## config.mk

```make
export PLATFORM = sky130hd
export DESIGN_NAME = multi_stepper_needle_sequencer
export DESIGN_NICKNAME = d
export VERILOG_FILES = /design/src/hdl/msn_pkg.sv /design/src/hdl/msn_cell.sv /design/src/hdl/multi_stepper_needle_sequencer.sv
export VERILOG_INCLUDE_DIRS = /design/src /design/src/hdl
export SDC_FILE = /design/constraint.sdc
export NUM_CORES = 2
export LEC_CHECK = 0
export BUFFER_PORTS_ARGS = -buffer_cell sky130_fd_sc_hd__buf_2
export CAP_MARGIN = 0
export CORE_MARGIN = 10
export CORE_UTILIZATION = 48
export CTS_BUF_LIST = sky130_fd_sc_hd__clkbuf_4 sky130_fd_sc_hd__clkbuf_8
export DETAILED_ROUTE_END_ITERATION = 8
export PLACE_DENSITY = 0.7
export REMOVE_ABC_BUFFERS = 1
export SKIP_CTS_REPAIR_TIMING = 1
export SYNTH_ARGS = -nofsm -noshare
export SYNTH_HDL_FRONTEND = slang
export SYNTH_SLANG_ARGS = --single-unit
```

## constraint.sdc

```tcl
create_clock -name clk -period 13.5 [get_ports clk]
set_input_delay 4.05 -clock clk [delete_from_list [all_inputs] [get_ports clk]]
set_output_delay 4.05 -clock clk [all_outputs]
set_load 0.02 [all_outputs]
```

## src/hdl/multi_stepper_needle_sequencer_defines.svh

```systemverilog
// Assertion macros for the needle sequencer
`ifndef MULTI_STEPPER_NEEDLE_SEQUENCER_DEFINES_SVH
`define MULTI_STEPPER_NEEDLE_SEQUENCER_DEFINES_SVH

// property must hold on every clock edge out of reset
`define MSN_ASSERT(label, prop, msg) \
  label: assert property (@(posedge clk) disable iff (!rst_n) (prop)) else $error(msg);

// antecedent implies consequent in the next cycle
`define MSN_ASSERT_NEXT(label, ante, cons, msg) \
  label: assert property (@(posedge clk) disable iff (!rst_n) (ante) |=> (cons)) \
    else $error(msg);

`endif

```

## src/hdl/msn_pkg.sv

```systemverilog
// ----------------------------------------------------------------------------
// msn_pkg
// Shared types, constants and tables of the needle sequencer.
// ----------------------------------------------------------------------------
`timescale 1ns / 1ps
`default_nettype none

package msn_pkg;

  localparam int MOTOR_COUNT   = 48;
  localparam int STEPS_PER_REV = 4096;
  localparam int POS_W         = 12;
  localparam int IDX_W         = 6;
  localparam int NEEDLES_PER_DIGIT = 12;

  localparam logic [1:0] CFG_ACCEL  = 2'd0;
  localparam logic [1:0] CFG_SCALE  = 2'd1;
  localparam logic [1:0] CFG_OFFSET = 2'd2;
  localparam logic [1:0] CFG_TARGET = 2'd3;

  localparam logic [2:0] PHASE_OFF = 3'd4;

  typedef enum logic [1:0] {
    ST_IDLE,
    ST_TICK,
    ST_SET
  } state_t;

  typedef struct packed {
    logic [11:0] position;
    logic [11:0] steps_left;
    logic [7:0]  delay_now;
    logic [7:0]  delay_goal;
    logic        turn_ccw;
    logic [2:0]  phase;
    logic [31:0] last_step_time;
    logic [3:0]  coil_pattern;
  } motor_t;

  typedef struct packed {
    logic        tick;     // step/idle processing of the head cell
    logic        plan;     // apply a planned target to the head cell
    logic [31:0] time_us;
    logic [11:0] target;
    logic [7:0]  accel;
    logic [7:0]  scale;
    logic [15:0] offset;
    logic [7:0]  tdelay;
  } cell_ctl_t;

  function automatic logic [3:0] coil_of_phase(input logic [2:0] ph);
    case (ph)
      3'd0:    return 4'b1000;
      3'd1:    return 4'b0100;
      3'd2:    return 4'b0010;
      3'd3:    return 4'b0001;
      default: return 4'b0000;
    endcase
  endfunction

  // angle table, 3 bits per entry packed per digit (0:0 1:90 2:180 3:270 4:225)
  function automatic logic [2:0] angle_code(input logic [3:0] dig, input logic [3:0] k);
    logic [35:0] row;
    begin
      case (dig)
        4'd0:    row = {3'd1, 3'd2, 3'd1, 3'd3, 3'd2, 3'd3, 3'd1, 3'd0, 3'd1, 3'd3, 3'd0, 3'd3};
        4'd1:    row = {3'd1, 3'd1, 3'd1, 3'd3, 3'd3, 3'd3, 3'd4, 3'd4, 3'd4, 3'd4, 3'd4, 3'd4};
        4'd2:    row = {3'd2, 3'd2, 3'd2, 3'd1, 3'd3, 3'd2, 3'd0, 3'd1, 3'd0, 3'd3, 3'd0, 3'd0};
        4'd3:    row = {3'd1, 3'd2, 3'd1, 3'd2, 3'd3, 3'd2, 3'd0, 3'd0, 3'd0, 3'd0, 3'd0, 3'd0};
        4'd4:    row = {3'd1, 3'd1, 3'd1, 3'd3, 3'd3, 3'd3, 3'd4, 3'd4, 3'd0, 3'd1, 3'd3, 3'd3};
        4'd5:    row = {3'd2, 3'd1, 3'd2, 3'd3, 3'd2, 3'd2, 3'd0, 3'd0, 3'd0, 3'd1, 3'd0, 3'd3};
        4'd6:    row = {3'd2, 3'd1, 3'd2, 3'd3, 3'd2, 3'd2, 3'd0, 3'd1, 3'd1, 3'd3, 3'd0, 3'd3};
        4'd7:    row = {3'd1, 3'd1, 3'd1, 3'd3, 3'd2, 3'd3, 3'd4, 3'd4, 3'd4, 3'd4, 3'd0, 3'd0};
        4'd8:    row = {3'd2, 3'd1, 3'd2, 3'd1, 3'd2, 3'd3, 3'd0, 3'd1, 3'd0, 3'd1, 3'd0, 3'd3};
        4'd9:    row = {3'd2, 3'd1, 3'd1, 3'd3, 3'd2, 3'd3, 3'd0, 3'd0, 3'd1, 3'd0, 3'd0, 3'd3};
        default: row = '0;
      endcase
      return row[k*3 +: 3];
    end
  endfunction

  function automatic logic [11:0] target_of_code(input logic [2:0] c);
    case (c)
      3'd0:    return 12'd4;     // 0 deg
      3'd1:    return 12'd1028;  // 90 deg: 1024 aligned
      3'd2:    return 12'd2052;  // 180 deg
      3'd3:    return 12'd3076;  // 270 deg
      3'd4:    return 12'd2564;  // 225 deg: 2560 aligned
      default: return 12'd4;
    endcase
  endfunction

endpackage

`default_nettype wire

```

## src/hdl/msn_cell.sv

```systemverilog
// ----------------------------------------------------------------------------
// msn_cell
// One motor slot of the rotating state ring; processes the motor passing in
// when it is the head of the ring, otherwise passes the state on.
// ----------------------------------------------------------------------------
`timescale 1ns / 1ps
`default_nettype none

module msn_cell
  import msn_pkg::*;
(
  input  wire         clk,
  input  wire         rst_n,
  input  wire         shift,
  input  wire         head,
  input  cell_ctl_t   ctl,
  input  motor_t      din,
  output motor_t      dout
);

  motor_t m_r, m_nxt;
  logic [16:0] prod;
  logic [32:0] limit;
  logic [31:0] elapsed;
  logic [8:0]  dsum;
  logic [8:0]  gap;
  logic [11:0] cw, ccw;
  motor_t u;

  always_comb begin
    u = din;
    prod = 17'(din.delay_now) * 17'(ctl.scale);
    limit = 33'(prod) + 33'(ctl.offset);
    elapsed = ctl.time_us - din.last_step_time;
    dsum = 9'(din.delay_now) + 9'(ctl.accel);
    gap = 9'(din.delay_now) - 9'(din.delay_goal);
    cw = ctl.target - din.position;
    ccw = 12'(STEPS_PER_REV - 32'(cw));
    if (head && ctl.tick) begin
      if (din.steps_left == '0) begin
        u.phase = PHASE_OFF;
        u.coil_pattern = 4'b0000;
      end else if (din.last_step_time > ctl.time_us || 33'(elapsed) > limit) begin
        u.steps_left = din.steps_left - 12'd1;
        if (!din.turn_ccw) begin
          u.position = din.position + 12'd1;
          u.phase = {1'b0, din.phase[1:0] + 2'd1};
        end else begin
          u.position = din.position - 12'd1;
          u.phase = {1'b0, din.phase[1:0] + 2'd3};
        end
        if (din.delay_goal > din.delay_now)
          u.delay_now = (dsum > 9'(din.delay_goal)) ? din.delay_goal : dsum[7:0];
        else if (din.delay_goal < din.delay_now)
          u.delay_now = (9'(ctl.accel) >= gap) ? din.delay_goal
                                               : din.delay_now - ctl.accel;
        u.coil_pattern = coil_of_phase(u.phase);
        u.last_step_time = ctl.time_us;
      end
    end else if (head && ctl.plan && ctl.target != din.position) begin
      if (cw < ccw && cw != '0) begin
        u.steps_left = cw;
        u.turn_ccw = 1'b0;
      end else begin
        u.steps_left = ccw;
        u.turn_ccw = 1'b1;
      end
      u.delay_goal = ctl.tdelay;
      u.last_step_time = '0;
    end
    m_nxt = shift ? u : m_r;
  end

  always_ff @(posedge clk) begin
    if (!rst_n) begin
      m_r <= '0;
    end else begin
      m_r <= m_nxt;
    end
  end

  assign dout = m_r;

endmodule

`default_nettype wire

```

## src/hdl/multi_stepper_needle_sequencer.sv

```systemverilog
// ----------------------------------------------------------------------------
// multi_stepper_needle_sequencer
// Wave-drive sequencer for 48 stepper needles built on a ring of motor cells.
// ----------------------------------------------------------------------------
// Usage:
//   Input: a transaction is taken when start is high and busy is low.
//   in_kind 0 is a time tick (in_time_us), 1 sets hours/minutes.
//   Motor state sits in a ring of 48 cells that rotates one place per cycle
//   while busy; the head cell (cell 47) processes one motor per cycle.
//   A transaction occupies the ring until every motor has passed the head; busy is high meanwhile.
//   A tick emits 48 results, one per cycle, out_strobe marking each, in motor
//   order; each is registered from the head cell as the ring rotates,
//   and out_last_of_frame marks the final one. A set-time transaction emits
//   nothing; an out-of-range value still rotates the ring but leaves state
//   unchanged.
//   No new transaction is taken until every motor has passed the head and
//   the sequencer is back in idle, where the next one is taken.
//   The receiver cannot stall: results must be taken as they appear.
//   Config writes land at once; make them while busy is low.
//   Reset clears all motor state and restores register defaults.
// ----------------------------------------------------------------------------
`timescale 1ns / 1ps
`default_nettype none
`include "multi_stepper_needle_sequencer_defines.svh"

module multi_stepper_needle_sequencer
  import msn_pkg::*;
(
  input  wire         clk,
  input  wire         rst_n,
  input  wire         start,
  output logic        busy,
  input  wire         in_kind,
  input  wire  [31:0] in_time_us,
  input  wire  [6:0]  in_hours,
  input  wire  [6:0]  in_minutes,
  output logic        out_strobe,
  output logic [5:0]  out_motor_index,
  output logic [3:0]  out_coil_bits,
  output logic        out_last_of_frame,
  input  wire         cfg_we,
  input  wire  [1:0]  cfg_index,
  input  wire  [15:0] cfg_wdata
);

  state_t state_r, state_nxt;
  logic [IDX_W-1:0] cnt_r, cnt_nxt;
  logic [31:0] time_r;
  logic [3:0]  dig_r [4];
  logic        valid_r;
  logic [7:0]  accel_r, scale_r, tdelay_r;
  logic [15:0] offset_r;
  logic        out_strobe_r;
  logic [5:0]  out_idx_r;
  logic [3:0]  out_coil_r;
  logic        out_last_r;

  motor_t    ring [MOTOR_COUNT];
  cell_ctl_t ctl;
  logic      shift;
  logic [1:0] dsel;
  logic [3:0] ksel;
  logic [5:0] cnt_hi;
  logic [14:0] hours_mul, mins_mul;
  logic [3:0]  hours_tens, mins_tens;
  logic [6:0]  hours_units, mins_units;

  // tens by reciprocal multiply (x*205 >> 11), exact for all 7-bit values
  always_comb begin
    hours_mul   = 15'(in_hours) * 15'd205;
    mins_mul    = 15'(in_minutes) * 15'd205;
    hours_tens  = hours_mul[14:11];
    mins_tens   = mins_mul[14:11];
    hours_units = in_hours - 7'(hours_tens) * 7'd10;
    mins_units  = in_minutes - 7'(mins_tens) * 7'd10;
  end

  // digit and needle of the current head
  always_comb begin
    cnt_hi = cnt_r;
    dsel = 2'd0;
    ksel = 4'(cnt_hi);
    if (cnt_hi >= 6'd36) begin
      dsel = 2'd3; ksel = 4'(cnt_hi - 6'd36);
    end else if (cnt_hi >= 6'd24) begin
      dsel = 2'd2; ksel = 4'(cnt_hi - 6'd24);
    end else if (cnt_hi >= 6'd12) begin
      dsel = 2'd1; ksel = 4'(cnt_hi - 6'd12);
    end
  end

  assign shift = (state_r != ST_IDLE);

  always_comb begin
    ctl.tick    = (state_r == ST_TICK);
    ctl.plan    = (state_r == ST_SET) && valid_r;
    ctl.time_us = time_r;
    ctl.target  = target_of_code(angle_code(dig_r[dsel], ksel));
    ctl.accel   = accel_r;
    ctl.scale   = scale_r;
    ctl.offset  = offset_r;
    ctl.tdelay  = tdelay_r;
  end

  // cell 47 is the head: it works on motor cnt as it leaves cell 0 and keeps
  // the result; the ring rotates so motor cnt+1 arrives at cell 0.
  genvar g;
  generate
    for (g = 0; g < MOTOR_COUNT; g++) begin : g_ring
      msn_cell u_cell (
        .clk   (clk),
        .rst_n (rst_n),
        .shift (shift),
        .head  (g == MOTOR_COUNT - 1),
        .ctl   (ctl),
        .din   (ring[(g + 1) % MOTOR_COUNT]),
        .dout  (ring[g])
      );
    end
  endgenerate

  always_comb begin
    state_nxt = state_r;
    cnt_nxt = cnt_r;
    busy = (state_r != ST_IDLE);
    case (state_r)
      ST_IDLE: begin
        cnt_nxt = '0;
        if (start) state_nxt = in_kind ? ST_SET : ST_TICK;
      end
      ST_TICK, ST_SET: begin
        cnt_nxt = cnt_r + 6'd1;
        if (cnt_r == 6'(MOTOR_COUNT - 1)) begin
          state_nxt = ST_IDLE;
          cnt_nxt = '0;
        end
      end
      default: state_nxt = ST_IDLE;
    endcase
  end

  always_ff @(posedge clk) begin
    if (!rst_n) begin
      state_r      <= ST_IDLE;
      cnt_r        <= '0;
      accel_r      <= 8'd1;
      scale_r      <= 8'd5;
      offset_r     <= 16'd1500;
      tdelay_r     <= 8'd200;
      out_strobe_r <= 1'b0;
      valid_r      <= 1'b0;
    end else begin
      state_r      <= state_nxt;
      cnt_r        <= cnt_nxt;
      out_strobe_r <= (state_r == ST_TICK);
      if (cfg_we) begin
        case (cfg_index)
          CFG_ACCEL:  accel_r  <= cfg_wdata[7:0];
          CFG_SCALE:  scale_r  <= cfg_wdata[7:0];
          CFG_OFFSET: offset_r <= cfg_wdata;
          CFG_TARGET: tdelay_r <= cfg_wdata[7:0];
          default: ;
        endcase
      end
      if (state_r == ST_IDLE && start) begin
        time_r   <= in_time_us;
        valid_r  <= (in_hours <= 7'd99) && (in_minutes <= 7'd99);
        dig_r[0] <= hours_tens;
        dig_r[1] <= hours_units[3:0];
        dig_r[2] <= mins_tens;
        dig_r[3] <= mins_units[3:0];
      end
    end
  end

  // results: the head cell (cell 47) holds the motor just processed
  always_ff @(posedge clk) begin
    out_idx_r  <= cnt_r;
    out_last_r <= (cnt_r == 6'(MOTOR_COUNT - 1));
    out_coil_r <= 4'b0;
  end

  assign out_strobe        = out_strobe_r;
  assign out_motor_index   = out_idx_r;
  assign out_coil_bits     = ring[MOTOR_COUNT - 1].coil_pattern | out_coil_r;
  assign out_last_of_frame = out_last_r;

  `MSN_ASSERT(a_busy_idle, busy == (state_r != ST_IDLE), "busy mismatch")
  `MSN_ASSERT(a_last_ends, !(out_strobe && out_last_of_frame) || !busy,
    "frame end while busy")
  `MSN_ASSERT(a_last_idx, !(out_strobe && out_last_of_frame) || out_motor_index == 6'd47,
    "last flag on wrong motor")

endmodule

`default_nettype wire
```

==> results.cfg <==
[run_status]
status = completed

[synth]
synthAdderAreaFrac_pct = 3.13
synth_cells = 14000
ys_ff_latch = 3897
yosys.area_share.simple_pct = 11.4
synth_mux_area_share_pct = 25.8
ys_types = 94
ys_seq_area_share_pct = 53.8
synth-compound-area-share_pct = 2.42
synth_area_um2 = 146000
syn_area_per_cell_um2 = 10.4
synth_xor_area_share_pct = 0.546
synth_top_family_by_area = multiplexers
synth_edf_count = 48
synthFlopType = dfxtp_1
ys.warnings.count = 0
ys_async_sr_fraction_pct = 0

[setup_path]
reg2reg_slack_ns = 4.28
worst-endpoint-required_ns = 14.41
path_buf_inv = 5
r2r-start = g_ring[0].u_cell.dout[51]$_SDFFE_PN0P_
worstSetupPathType = flip-flop to flip-flop
cp_common_cell = a21oi_1
path_depth = 35
arrival_ns = 10.13
path_delay_family = simple AND/OR/NAND/NOR gates
end_kind = flip-flop
worstSetupStartpoint = g_ring[0].u_cell.dout[51]$_SDFFE_PN0P_
crit_end = g_ring[47].u_cell.dout[16]$_SDFFE_PN0P_
start_kind = flip-flop
crit_fanout = 37
cpPeakStageDelay_ns = 0.73
reg2regPathDepth = 35
slowest_stage = dfxtp_1
r2r_end = g_ring[47].u_cell.dout[16]$_SDFFE_PN0P_

[clock_network]
clock_sinks = 3897
htreeDepth = 6
cts_root_buf = clkbuf_8
insertion_delay_ns = 1.04
cts_max_path_buffers = 4
cts-buffers-inserted = 615
clkTransAtPathRegs_ns = 0.06
cts_tree = yes

[grt]
grtUsageTotal_pct = 14.4
grt_max_degree = 261
grt_pass1_wl_um = 414000
antenna_found_initial = 19
grt_pass1_vias = 84700
overflow = 0

[placed_design]
placed_cells = 17200
portBuffers = 81
globalplace.congestion = 0.803
pre_cts_slack_ns = 4.34
dp_hpwl_um = 143000

[final_layout]
layout-drive-gt1-share_pct = 8.83
fin_nets = 14300
final_core_util_pct = 53.4
area_growth_pct = 10.8
final_cells = 18300

[routing]
wl_per_cell_um = 13.4
routed-via-count = 89700
drcViolationCount = 0
drtIter0Drc = 5436
dr.pass1.iters = 5
wirelength_um = 245000
ant_nets = 0
vias_per_cell = 4.90

[power]
leakagePower_nw = 82.2
power_density_nw_per_um2 = 150
worst_ir_drop_vdd_mv = 0.104

[sta]
slew_violations = 0
fin_ws_ns = 4.28
max_clock_freq_mhz = 108
worstMarginPinSlew_ns = 1.21
relSlewSlack_pct = 19.6
period_needed_ns = 9.22
rsz0062_at_grt = no
tns_ns = 0
finalHoldViolations = 0
hold_slack_ns = 0.442
finalClockSkew_ns = 0.0642
final.period_utilization_pct = 68.3
setup_viol = 0

[floorplanning]
coreArea_um2 = 303000
fp.dieH_um = 572
rows = 202
ios = 82
dieArea_um2 = 327000
initial_core_util_pct = 48.2
die_x_um = 572

[worst_hold_path]
hold_class = flip-flop to flip-flop
whs_path_depth = 2

[flow_run]
drv_cap = 0
cell usage after synthesis (5+ instances only):
cell type  count  area [um2]
o22ai_1        5        31.3
a221oi_1      44         385
dfxtp_1     3849       77100
o211a_1       18         180
ha_1         247        3090
nand2b_1      17         106
o21a_1        18         135
mux2_2         8        90.1
a21o_1        44         330
nor4_1         8        50.1
inv_1        243         912
o211ai_1      31         233
nand3_1       33         165
buf_2         17        85.1
clkbuf_1     669        2510
a21oi_1      125         626
edfxtp_1      48        1440
and3_1        13        81.3
a31o_2         5        43.8
a31oi_1       16         100
xor2_1        26         228
a211oi_1      16         120
and2_1        42         263
buf_1        215         807
buf_6          5        56.3
or3_1          9        56.3
nand2_1      183         687
o21ai_0       93         465
nor3_1        28         140
a211o_1        9        78.8
o21bai_1      22         165
xnor2_1       65         569
a311oi_1       6        52.6
nor2b_1       19         119
mux2i_1     3748       37500
fa_1          74        1480
nand4_1       20         125
nor2_1      3864       14500
layout make-up:
| type | instances | area (um2) |
|---|---|---|
| Sequential cell | 3897 | 78500 |
| Fill cell | 26900 | 141000 |
| Multi-Input combinational cell | 8948 | 63100 |
| Clock inverter | 81 | 753 |
| Antenna cell | 19 | 47.5 |
| Timing Repair Buffer | 166 | 1330 |
| Clock buffer | 972 | 12100 |
| Inverter | 247 | 937 |
| Tap cell | 3978 | 4980 |
worst reg2reg max path: cells and delay by family, from the launching register on:
kind                       cells  cell delay [ns]
AOI/OAI and AO/OA             14             2.46
xor gates and xnor gates       1             0.09
adders and majority gates      6             2.40
DFF                            1             0.73
buffers and inverters          5             0.91
and+or+nand+nor                9             2.54
how the worst min path moves through the flow:
stage                                                    endpoint                                     from
after floorplan           g_ring[47].u_cell.dout[39]$_SDFFE_PN0P_  g_ring[47].u_cell.dout[39]$_SDFFE_PN0P_
after global placement    g_ring[47].u_cell.dout[39]$_SDFFE_PN0P_  g_ring[47].u_cell.dout[39]$_SDFFE_PN0P_
after detailed placement  g_ring[47].u_cell.dout[39]$_SDFFE_PN0P_  g_ring[47].u_cell.dout[39]$_SDFFE_PN0P_
after CTS                 g_ring[47].u_cell.dout[39]$_SDFFE_PN0P_  g_ring[47].u_cell.dout[39]$_SDFFE_PN0P_
after global routing      g_ring[47].u_cell.dout[39]$_SDFFE_PN0P_  g_ring[47].u_cell.dout[39]$_SDFFE_PN0P_
final                     g_ring[47].u_cell.dout[39]$_SDFFE_PN0P_  g_ring[47].u_cell.dout[39]$_SDFFE_PN0P_
layer usage:
metal	global-route usage, %	up-vias	routed length [um]
met3	2.80	460	9450
met5	0	-	0
met2	22.7	1125	108000
met1	19.9	41400	120000
li1	-	46700	-
met4	4.89	0	6880
cell usage in the layout, fill, tap and decap left out, types with 12 or more instances in the layout:
master and count:
diode_2 19, ha_1 246, clkinv_2 33, nand2_1 183, xnor2_1 65, a221oi_1 44
fa_1 74, and2_1 42, o21a_1 18, nand4_1 20, a211oi_1 16, clkinvlp_4 14
o211a_1 18, nor2_1 3863, nor3_1 28, buf_2 80, clkbuf_4 199, dfxtp_1 3849
nand3_1 33, o21ai_0 93, a21o_1 44, nor2b_1 18, buf_12 23, o211ai_1 31
inv_1 243, and3_1 12, buf_4 63, o21bai_1 22, mux2i_1 3748, xor2_1 26
a31oi_1 16, edfxtp_1 48, clkbuf_8 773, a21oi_1 125, nand2b_1 17
power by group:
part           switching (mW)  internal (mW)  leakage [nW]  total (mW)
Sequential             0.0694           11.6          31.4        11.7
Combinational            1.37           1.03          44.0        2.40
Clock                    4.40           5.80          6.84        10.2
flip-flops by register name (all words and copies together) (netlist names):
register            flops
tdelay_r                8
out_motor_index         6
state_r                 2
dig_r                  16
g_ring.u_cell.dout   3792
cnt_hi                  6
out_last_of_frame       1
accel_r                 8
valid_r                 1
time_r                 32
scale_r                 8
offset_r               16
out_strobe              1
kinds of logic after synthesis:
group | count (synthesis)
AOI/OAI and AO/OA | 512
muxes | 3757
and+or+nand+nor | 4267
adders and majority gates | 321
buffers and inverters | 1157
DFF | 3897
xor gates and xnor gates | 91
through the flow:
stage | power (mW) | cell area, um2
2_1_floorplan | 21.2 | 143000
3_3_place_gp | 14.3 | 149000
3_5_place_dp | 14.3 | 149000
4_1_cts | 24.7 | 162000
5_1_grt | 25.3 | 162000
6_report | 24.3 | 162000
(Power assumes the default switching activity.)
